==> config.mk <==
export PLATFORM = sky130hd
export DESIGN_NAME = utf8_stream_decoder_core
export DESIGN_NICKNAME = d
export VERILOG_FILES = /design/src/rtl/core/u8dec_pkg.sv /design/src/rtl/core/utf8_stream_decoder_core.sv
export VERILOG_INCLUDE_DIRS = /design/src /design/src/rtl/core
export SDC_FILE = /design/constraint.sdc
export NUM_CORES = 1
export LEC_CHECK = 0
export BUFFER_PORTS_ARGS = -buffer_cell sky130_fd_sc_hd__buf_2
export CAP_MARGIN = 20
export CORE_MARGIN = 2
export CORE_UTILIZATION = 49
export DETAILED_ROUTE_END_ITERATION = 8
export MAX_ROUTING_LAYER = met4
export PLACE_DENSITY = 0.75
export SLEW_MARGIN = 20
export SYNTH_ARGS = -nofsm -noshare
export SYNTH_HDL_FRONTEND = slang
export SYNTH_SLANG_ARGS = --single-unit
==> constraint.sdc <==
create_clock -name clk -period 2.4 [get_ports clk]
set_clock_uncertainty 0.1 [all_clocks]
set_input_delay 0.48 -clock clk [delete_from_list [all_inputs] [get_ports clk]]
set_output_delay 0.48 -clock clk [all_outputs]
set_load 0.02 [all_outputs]
==> src/rtl/core/assert_macros.svh <==
// ----------------------------------------------------------------------------
// Assertion macros
// Shared concurrent assertion shorthands for the decoder RTL.
// ----------------------------------------------------------------------------
`ifndef ASSERT_MACROS_SVH
`define ASSERT_MACROS_SVH

// Same-cycle implication, disabled while reset is asserted.
`define U8_ASSERT_SAME(lbl, clk, rst_n, ante, cons) \
    lbl: assert property (@(posedge clk) disable iff (!rst_n) (ante) |-> (cons)) \
        else $error("same-cycle assertion failed");

// Next-cycle implication, disabled while reset is asserted.
`define U8_ASSERT_NEXT(lbl, clk, rst_n, ante, cons) \
    lbl: assert property (@(posedge clk) disable iff (!rst_n) (ante) |=> (cons)) \
        else $error("next-cycle assertion failed");

`endif

==> src/rtl/core/u8dec_pkg.sv <==
// ----------------------------------------------------------------------------
// u8dec_pkg
// Constants shared by the UTF-8 stream decoder.
// ----------------------------------------------------------------------------
package u8dec_pkg;

    localparam int BYTE_W      = 8;
    localparam int CP_W        = 21;
    localparam int CP_TDATA_W  = 24;
    localparam int LEFT_W      = 2;
    localparam int LEN_W       = 3;

    localparam logic [CP_W-1:0] REPL_CP     = 21'h00FFFD;
    localparam logic [CP_W-1:0] FLOOR_LEN2  = 21'h000080;
    localparam logic [CP_W-1:0] FLOOR_LEN3  = 21'h000800;
    localparam logic [CP_W-1:0] FLOOR_LEN4  = 21'h010000;

    localparam logic [LEN_W-1:0] LEN_IDLE = 3'd0;
    localparam logic [LEN_W-1:0] LEN_TWO  = 3'd2;
    localparam logic [LEN_W-1:0] LEN_THREE = 3'd3;
    localparam logic [LEN_W-1:0] LEN_FOUR = 3'd4;

    // One decoded result as it leaves the combinational step.
    typedef struct packed {
        logic            emit;
        logic [CP_W-1:0] code_point;
        logic            replaced;
        logic            end_of_stream;
    } u8_result_t;

endpackage

==> src/rtl/core/utf8_stream_decoder_core.sv <==
// ----------------------------------------------------------------------------
// utf8_stream_decoder_core
// Byte-at-a-time UTF-8 decoder producing one code point per sequence.
// ----------------------------------------------------------------------------
// Usage:
// The slave stream carries one raw byte per transaction in s_axis_tdata, with
// s_axis_tlast marking the final byte of a source stream. The master stream
// carries one decoded code point per transaction: m_axis_tdata holds the
// value, m_axis_tuser flags a U+FFFD replacement (stray continuation,
// overlong form or truncated sequence) and m_axis_tlast marks the result
// caused by the final byte. Lead and middle bytes that are not final give no
// transaction on the master side.
// A result appears in the output register on the clock after the byte that
// completes it. Throughput is one byte per cycle while results are taken, set by
// the single decode step between the sequence state and the output register.
// When the receiver stalls with a result held, s_axis_tready drops until the
// result is taken; the held transaction is never lost or repeated.
// Reset clears the sequence state to idle and empties the output register.
// ----------------------------------------------------------------------------
`include "assert_macros.svh"

module utf8_stream_decoder_core
(
    input  logic                               clk,
    input  logic                               rst_n,
    input  logic                               s_axis_tvalid,
    output logic                               s_axis_tready,
    input  logic [u8dec_pkg::BYTE_W-1:0]       s_axis_tdata,  // [7:0] data_byte
    input  logic                               s_axis_tlast,  // last_byte
    output logic                               m_axis_tvalid,
    input  logic                               m_axis_tready,
    output logic [u8dec_pkg::CP_TDATA_W-1:0]   m_axis_tdata,  // [20:0] code_point, [23:21] zero
    output logic                               m_axis_tuser,  // [0] replaced
    output logic                               m_axis_tlast   // end_of_stream
);
    import u8dec_pkg::*;

    logic [LEFT_W-1:0] bytes_left_reg;
    logic [LEFT_W-1:0] bytes_left_next;
    logic [LEN_W-1:0]  seq_length_reg;
    logic [LEN_W-1:0]  seq_length_next;
    logic [CP_W-1:0]   code_accum_reg;
    logic [CP_W-1:0]   code_accum_next;

    logic              m_valid_reg;
    logic [CP_W-1:0]   m_code_reg;
    logic              m_replaced_reg;
    logic              m_eos_reg;

    logic              s_fire;
    logic [CP_W-1:0]   accum_shift;
    logic [LEFT_W-1:0] left_dec;
    logic [CP_W-1:0]   floor_val;
    u8_result_t        res;

    assign s_axis_tready = !m_valid_reg || m_axis_tready;
    assign s_fire        = s_axis_tvalid && s_axis_tready;

    assign accum_shift = {code_accum_reg[CP_W-7:0], s_axis_tdata[5:0]};
    assign left_dec    = bytes_left_reg - LEFT_W'(1);

    always_comb
    begin
        case (seq_length_reg)
            LEN_TWO:   floor_val = FLOOR_LEN2;
            LEN_THREE: floor_val = FLOOR_LEN3;
            default:   floor_val = FLOOR_LEN4;
        endcase
    end

    always_comb
    begin
        bytes_left_next   = '0;
        seq_length_next   = LEN_IDLE;
        code_accum_next   = '0;
        res.emit          = 1'b0;
        res.code_point    = REPL_CP;
        res.replaced      = 1'b1;
        // Every result carries the flag of the byte that caused it.
        res.end_of_stream = s_axis_tlast;

        if (bytes_left_reg == '0)
        begin
            if (s_axis_tdata[7:6] == 2'b10)
            begin
                res.emit = 1'b1;
            end
            else if (!s_axis_tdata[7])
            begin
                res.emit       = 1'b1;
                res.replaced   = 1'b0;
                res.code_point = CP_W'(s_axis_tdata);
            end
            else
            begin
                // Any lead with four high ones, F8-FF included, starts a 4-byte sequence.
                if (s_axis_tdata[7:4] == 4'hF)
                begin
                    seq_length_next = LEN_FOUR;
                    code_accum_next = CP_W'(s_axis_tdata[2:0]);
                end
                else if (s_axis_tdata[7:5] == 3'b111)
                begin
                    seq_length_next = LEN_THREE;
                    code_accum_next = CP_W'(s_axis_tdata[3:0]);
                end
                else
                begin
                    seq_length_next = LEN_TWO;
                    code_accum_next = CP_W'(s_axis_tdata[4:0]);
                end
                bytes_left_next = LEFT_W'(seq_length_next - LEN_W'(1));

                if (s_axis_tlast)
                begin
                    res.emit        = 1'b1;
                    bytes_left_next = '0;
                    seq_length_next = LEN_IDLE;
                    code_accum_next = '0;
                end
            end
        end
        else if (left_dec == '0)
        begin
            res.emit = 1'b1;
            if (accum_shift >= floor_val)
            begin
                res.replaced   = 1'b0;
                res.code_point = accum_shift;
            end
        end
        else if (s_axis_tlast)
        begin
            res.emit = 1'b1;
        end
        else
        begin
            bytes_left_next = left_dec;
            seq_length_next = seq_length_reg;
            code_accum_next = accum_shift;
        end
    end

    always_ff @(posedge clk or negedge rst_n)
    begin
        if (!rst_n)
        begin
            bytes_left_reg <= '0;
            seq_length_reg <= LEN_IDLE;
            code_accum_reg <= '0;
            m_valid_reg    <= 1'b0;
        end
        else
        begin
            if (s_fire)
            begin
                bytes_left_reg <= bytes_left_next;
                seq_length_reg <= seq_length_next;
                code_accum_reg <= code_accum_next;
            end
            if (s_fire && res.emit)
            begin
                m_valid_reg <= 1'b1;
            end
            else if (m_axis_tready)
            begin
                m_valid_reg <= 1'b0;
            end
        end
    end

    always_ff @(posedge clk)
    begin
        if (s_fire && res.emit)
        begin
            m_code_reg     <= res.code_point;
            m_replaced_reg <= res.replaced;
            m_eos_reg      <= res.end_of_stream;
        end
    end

    assign m_axis_tvalid = m_valid_reg;
    assign m_axis_tdata  = CP_TDATA_W'(m_code_reg);
    assign m_axis_tuser  = m_replaced_reg;
    assign m_axis_tlast  = m_eos_reg;

    `U8_ASSERT_SAME(a_stall_blocks_input, clk, rst_n,
        m_valid_reg && !m_axis_tready, !s_axis_tready)
    `U8_ASSERT_SAME(a_idle_matches_length, clk, rst_n,
        1'b1, (bytes_left_reg == '0) == (seq_length_reg == LEN_IDLE))
    `U8_ASSERT_NEXT(a_final_byte_flushes, clk, rst_n,
        s_fire && s_axis_tlast, m_valid_reg && m_eos_reg && (bytes_left_reg == '0))
    `U8_ASSERT_SAME(a_replaced_is_fffd, clk, rst_n,
        m_valid_reg && m_replaced_reg, m_code_reg == REPL_CP)

endmodule

==> results.py, run 1 <==
metrics = {
    "min_path": {
        "hp-class": "in -> async",
    },
    "timing": {
        "setup-violations-final": 0,
        "rsz0062_at_grt": "no",
        "max_freq_ghz": 0.439,
        "fin_crit_sh_pct": 94.8,
        "fin_setup_tns_ns": 0,
        "max_slew_margin_pct": 54.7,
        "fin_crit_ns": 2.28,
        "worst_pin_slew_ns": 0.679,
        "hold_viol_final": 0,
        "drv_slew": 0,
    },
    "setup_path": {
        "r2r-end": "m_code_reg[4]",
        "critical_path_class": "reg -> reg",
        "reg2reg_depth": 4,
        "cp_data_required_time_ns": 2.36,
        "crit_path_max_fanout": 8,
        "worstSetupStartpointType": "flip-flop",
        "crit_path_end_kind": "flip-flop",
        "critPathLaunch": "code_accum_reg[7]",
        "rrSetupSlack_ns": 0.12,
        "r2r_start": "code_accum_reg[7]",
        "cp.arrival_ns": 2.23,
    },
    "floorplan": {
        "die_y_um": 69.8,
        "initial_core_util_pct": 51.9,
        "die_w_um": 69.8,
        "core_um2": 4090,
        "num_rows": 23,
        "io_pins": 41,
        "die_area_um2": 4870,
    },
    "clock_tree": {
        "htreeDepth": 2,
        "postCtsSetupBuffers": 0,
        "cts_buffers": 5,
        "cts_tree": "built",
        "clock_latency_ns": 0.30,
        "clk_pin_slew_ns": 0.08,
        "cts_root_buffer": "clkbuf_8",
        "clock_sinks": 44,
        "clock_path_buffers": 2,
    },
    "synth": {
        "synth-seq-cells": 44,
        "syn_area_um2": 2120,
        "yosysWarningCount": 0,
        "ys.flop_type": "edfxtp_1",
        "ys_types": 40,
        "synth_edf_count": 23,
        "muxShareOfSynthArea_pct": 0.531,
        "synth_top_family_by_area": "compound AO/OA/AOI/OAI gates",
        "yosysSeqAreaShare_pct": 57.3,
        "synth_xor_xnor_area_share_pct": 0,
        "postSynthCellCount": 184,
        "syn_avg_cell_area_um2": 11.5,
        "postSynth.asyncResetShare_pct": 47.7,
        "synth-simple-area-share_pct": 12.3,
        "synth_compound_area_share_pct": 20.9,
        "synthAdderAreaFrac_pct": 2.95,
    },
    "layout": {
        "nets": 255,
        "fin_cells": 288,
        "layout_commonest_cell": "buf_2",
        "synthToLayoutAreaGrowth_pct": 22.5,
        "largest_reg_flops": 21,
        "layout.area.seq_um2": 1220,
        "fillCellCount": 332,
        "multi_input_area_um2": 837,
        "finalInstanceArea_um2": 2600,
        "diodes": 0,
        "layout_common_cells": "37 x buf_2, 23 x edfxtp_1, 21 x dfrtp_1",
        "layout-drive-gt1-share_pct": 34.9,
    },
    "drt": {
        "drc_errors": 0,
        "wl_um": 4770,
        "drt_iter0_markers": 144,
        "first_pass_iters": 4,
        "ant_nets": 0,
        "wl_per_cell_um": 16.6,
        "drt-vias-per-instance": 5.84,
        "vias": 1682,
    },
    "power_and_ir_drop": {
        "intPower_w": 0.00136,
        "swShare_pct": 34.1,
        "peakVddDrop_mv": 0.485,
        "power_density_nw_per_um2": 792,
        "seqPwrFrac_pct": 46.4,
        "clkPwrFrac_pct": 22.0,
        "netSwitchingPower_w": 0.000703,
        "p_comb_share_pct": 31.6,
        "power_leakage_nw": 1.06,
    },
    "placement": {
        "placed_cell_area_um2": 2470,
        "dp_cells": 280,
        "portBuffers": 37,
        "dp_hpwl_um": 3390,
        "globalplace.congestion": 0.847,
    },
    "grt": {
        "antenna_found_initial": 0,
        "grt_overflow_total": 0,
        "grt_pass1_vias": 1615,
        "grt_max_degree": 25,
        "grt_pass1_wl_um": 7820,
        "grt_usage_pct": 21.0,
    },
    "run_status": {
        "outcome": "completed",
    },
    "run": {
        "cap_violations": 0,
    },
}
cells by family (layout without fill, tap and decap cells):
family                     Yosys count  in the layout
AOI/OAI and AO/OA                   59             59
and+or+nand+nor                     49             49
DFF                                 44             44
buffers and inverters               25             77
adders and majority gates            5              5
other                                1              3
muxes                                1              1
metal layers:
layer / global-route usage [%] / vias to the layer above / part of all wire (%)
li1: - / 797 / -
met1: 26.9 / 823 / 43
met2: 33.9 / 54 / 50
met3: 3.92 / 8 / 6.1
met4: 7.05 / 0 / 1.5
met5: - / - / 0
power groups by stage:
| stage | Clock (W) | Combinational, W | Sequential (W) |
|---|---|---|---|
| 2_1_floorplan | 0 | 0.000360 | 0.00102 |
| 3_5_place_dp | 0 | 0.000626 | 0.000969 |
| 5_1_grt | 0.000490 | 0.000714 | 0.000965 |
| 4_1_cts | 0.000456 | 0.000639 | 0.000954 |
| 3_3_place_gp | 0 | 0.000600 | 0.000968 |
| 6_report | 0.000454 | 0.000650 | 0.000955 |
worst max path at each step:
| stage | endpoint | slack (ns) | cells past startpoint |
|---|---|---|---|
| after global placement | m_code_reg[3] | -0.05 | 8 |
| after floorplan | m_code_reg[0] | 0.02 | 6 |
| after detailed placement | m_code_reg[3] | -0.12 | 8 |
| after global routing | m_code_reg[17] | 0.02 | 8 |
| after CTS | m_code_reg[19] | 0.01 | 5 |
| final | m_code_reg[4] | 0.12 | 4 |
metrics by stage:
step                worst slack (ns)  util, %  hold WS (ns)  total power, W
floorplan                     0.0181        -        0.0844         0.00138
global placement             -0.0506     60.0         0.355         0.00157
detailed placement            -0.124     60.4         0.360         0.00159
CTS                           0.0141     62.7        0.0383         0.00205
global route                  0.0194     63.6        0.0562         0.00217
finish                         0.124     63.6        0.0183         0.00206
critical path, stage by stage, from the launching register on:
cell     delay [ns]
dfrtp_1        0.38
or4_4          0.56
or3_4          0.40
o21a_2         0.26
a311o_1        0.32
synth_stat cells, types with 2 or more instances:
library cell  instances  area [um2]
buf_2                 2        10.0
or3_1                 2        12.5
nor2_1               19        71.3
nand2b_1              4        25.0
a311o_1               5        50.1
edfxtp_1             23         691
a22o_1               12         105
dfrtp_1              21         526
inv_1                 9        33.8
ha_1                  5        62.6
clkbuf_1              8        30.0
a211oi_1              7        52.6
nor2b_1               3        18.8
nand3_1               4        20.0
o41ai_1               9        78.8
buf_6                 2        22.5
or2_2                 2        12.5
buf_4                 3        22.5
a21oi_1              13        65.1
or4_1                 2        15.0
o21ai_0               6        30.0
nand2_1               5        18.8
final cells by class:
| class | instances | share of cell area, % |
|---|---|---|
| clock buffer | 6 | 2.79 |
| clock inverter | 2 | 0.433 |
| inverter | 10 | 1.44 |
| multi-input combinational | 117 | 32.2 |
| sequential | 44 | 46.8 |
| tap | 50 | 2.41 |
| timing repair buffer | 59 | 13.9 |
what timing repair did:
item,4_1_cts,5_1_grt
hold buffers,0,0
setup endpoints to repair,9,17
pin swaps,1,1
gates resized for setup,3,9
No activity file was read; power rests on OpenSTA's default activity.
==> run 2: changes to the inputs <==
==> constraint.sdc (replaced) <==
create_clock -name clk -period 2.4 [get_ports clk]
set_clock_uncertainty 0.1 [all_clocks]
set_input_delay 0.12 -clock clk [delete_from_list [all_inputs] [get_ports clk]]
set_output_delay 0.12 -clock clk [all_outputs]
set_load 0.02 [all_outputs]
==> results.py, run 2 (synthesis results as in run 1) <==
metrics = {
    "power_and_ir_drop": {
        "intPower_w": 0.00135,
        "p_comb_share_pct": 31.3,
        "swShare_pct": 33.7,
        "netSwitchingPower_w": 0.000688,
        "power_leakage_nw": 1.05,
        "power_density_nw_per_um2": 787,
        "p_total_w": 0.00204,
        "seqPwrFrac_pct": 47.0,
        "peakVddDrop_mv": 0.400,
        "clkPwrFrac_pct": 21.8,
    },
    "min_path": {
        "hp-class": "in -> reg",
    },
    "timing": {
        "hold_viol_final": 0,
        "rsz0062_at_grt": "yes",
        "fin_setup_tns_ns": 0,
        "fin_crit_sh_pct": 97.5,
        "worst_pin_slew_ns": 0.700,
        "drv_slew": 0,
        "fin_crit_ns": 2.34,
        "setup-violations-final": 0,
        "max_freq_ghz": 0.427,
        "max_slew_margin_pct": 53.2,
    },
    "drt": {
        "drc_errors": 0,
        "first_pass_iters": 4,
        "drt_iter0_markers": 154,
        "routed.top_layer": "met4",
        "ant_nets": 0,
        "wl_um": 4800,
        "wl_met1_um": 2010,
        "vias": 1661,
        "drt-vias-per-instance": 5.79,
        "routed-wl-met3_um": 347,
        "wl_met2_um": 2380,
        "wl_per_cell_um": 16.7,
    },
    "setup_path": {
        "crit_family": "simple AND/OR/NAND/NOR gates",
        "critical_path_class": "in -> reg",
        "cp_num_buf_inv": 2,
        "critPathSlowestCell": "dlygate4sd3_1",
        "crit_path_max_fanout": 10,
        "cpPeakStageDelay_ns": 0.54,
        "crit_chain": "dlygate4sd3_1, buf_2, or4_1, or3_4, o21a_2, a311o_1",
        "worstSetupStartpointType": "input pin",
        "cp_data_required_time_ns": 2.35,
        "cp.arrival_ns": 2.29,
        "crit_path_end_kind": "flip-flop",
    },
    "layout": {
        "synthToLayoutAreaGrowth_pct": 22.1,
        "fillCellCount": 338,
        "largest_reg_flops": 21,
        "layout-drive-gt1-share_pct": 31.2,
        "diodes": 0,
        "layout_commonest_cell": "buf_2",
        "layout_common_cells": "37 x buf_2, 23 x edfxtp_1, 21 x dfrtp_1",
        "nets": 254,
    },
    "floorplan": {
        "io_pins": 41,
        "core_um2": 4090,
        "die_area_um2": 4870,
        "die_w_um": 69.8,
        "die_y_um": 69.8,
        "initial_core_util_pct": 51.9,
        "num_rows": 23,
    },
    "placement": {
        "portBuffers": 37,
        "dp_hpwl_um": 3340,
        "globalplace.congestion": 0.861,
    },
    "clock_tree": {
        "clock_latency_ns": 0.30,
        "cts_buffers": 5,
        "clock_path_buffers": 2,
        "cts_root_buffer": "clkbuf_8",
        "clk_pin_slew_ns": 0.08,
        "clock_sinks": 44,
        "cts_tree": "built",
        "htreeDepth": 2,
    },
    "grt": {
        "grt_usage_pct": 21.0,
        "grt_overflow_total": 0,
        "grt_pass1_wl_um": 7630,
        "grt_pass1_vias": 1550,
        "antenna_found_initial": 0,
        "grt_max_degree": 25,
    },
    "run": {
        "cap_violations": 0,
    },
    "run_status": {
        "outcome": "completed",
    },
}
==> run 2: routing by layer <==
layer,global-route usage [%],vias up
li1,-,796
met1,26.5,793
met2,34.2,65
met3,4.94,7
met4,5.77,0
met5,-,-
==> run 2: per-stage QoR <==
step	setup WS, ns	utilization [%]	area (um2)	hold slack (ns)	std cells
6_report	0.0607	63.4	2590	0.0244	287
2_1_floorplan	0.0362	-	2130	-0.276	186
4_1_cts	0.0238	62.9	2570	0.0185	285
3_3_place_gp	-0.0244	58.7	2400	-0.00419	272
5_1_grt	-0.0275	63.4	2590	0.0278	287
3_5_place_dp	-0.192	58.7	2400	0.00331	272
==> run 2: tightest hold or removal path: cells and delay by family <==
kind	cells	cell delay, ns
AOI/OAI and AO/OA	2	0.14
buffers and inverters	1	0.12
==> run 2: timing repair <==
item | CTS | global route
hold buffers | 5 | 0
hold endpoints to repair | 25 | 0
setup endpoints to repair | 37 | 20
cloned | 1 | 1
buffers inserted | 0 | 1
resized for setup | 8 | 5
pin swaps | 1 | 1
==> run 2: final cells by class <==
type	instances	area, um2	share of cell area [%]
clock buffers	7	76.3	2.95
clock inverters	1	3.75	0.145
inverters	10	37.5	1.45
multi-input cells	118	843	32.5
flip-flops and latches	44	1220	46.9
well taps	50	62.6	2.41
repair buffers	57	352	13.6
==> run 2: final timing paths <==
kind                              startpoint                  to  slack (ns)  cells after the start
max                          s_axis_tdata[2]       m_code_reg[3]        0.06                      6
max in group asynchronous              rst_n  code_accum_reg[11]        1.67                      2
max reg2reg                seq_length_reg[2]       m_code_reg[3]        0.09                      7
min reg2reg                seq_length_reg[1]   seq_length_reg[1]        0.43                      1
min in group asynchronous              rst_n   code_accum_reg[3]        0.21                      2
min                          s_axis_tdata[3]   code_accum_reg[3]        0.02                      3
==> run 2: power groups by stage <==
| stage | Clock (W) | Combinational (W) | Sequential (W) |
|---|---|---|---|
| detailed placement | 0 | 0.000588 | 0.000974 |
| global route | 0.000487 | 0.000706 | 0.000967 |
| floorplan | 0 | 0.000361 | 0.00102 |
| global placement | 0 | 0.000575 | 0.000970 |
| CTS | 0.000451 | 0.000627 | 0.000958 |
| finish | 0.000444 | 0.000638 | 0.000958 |
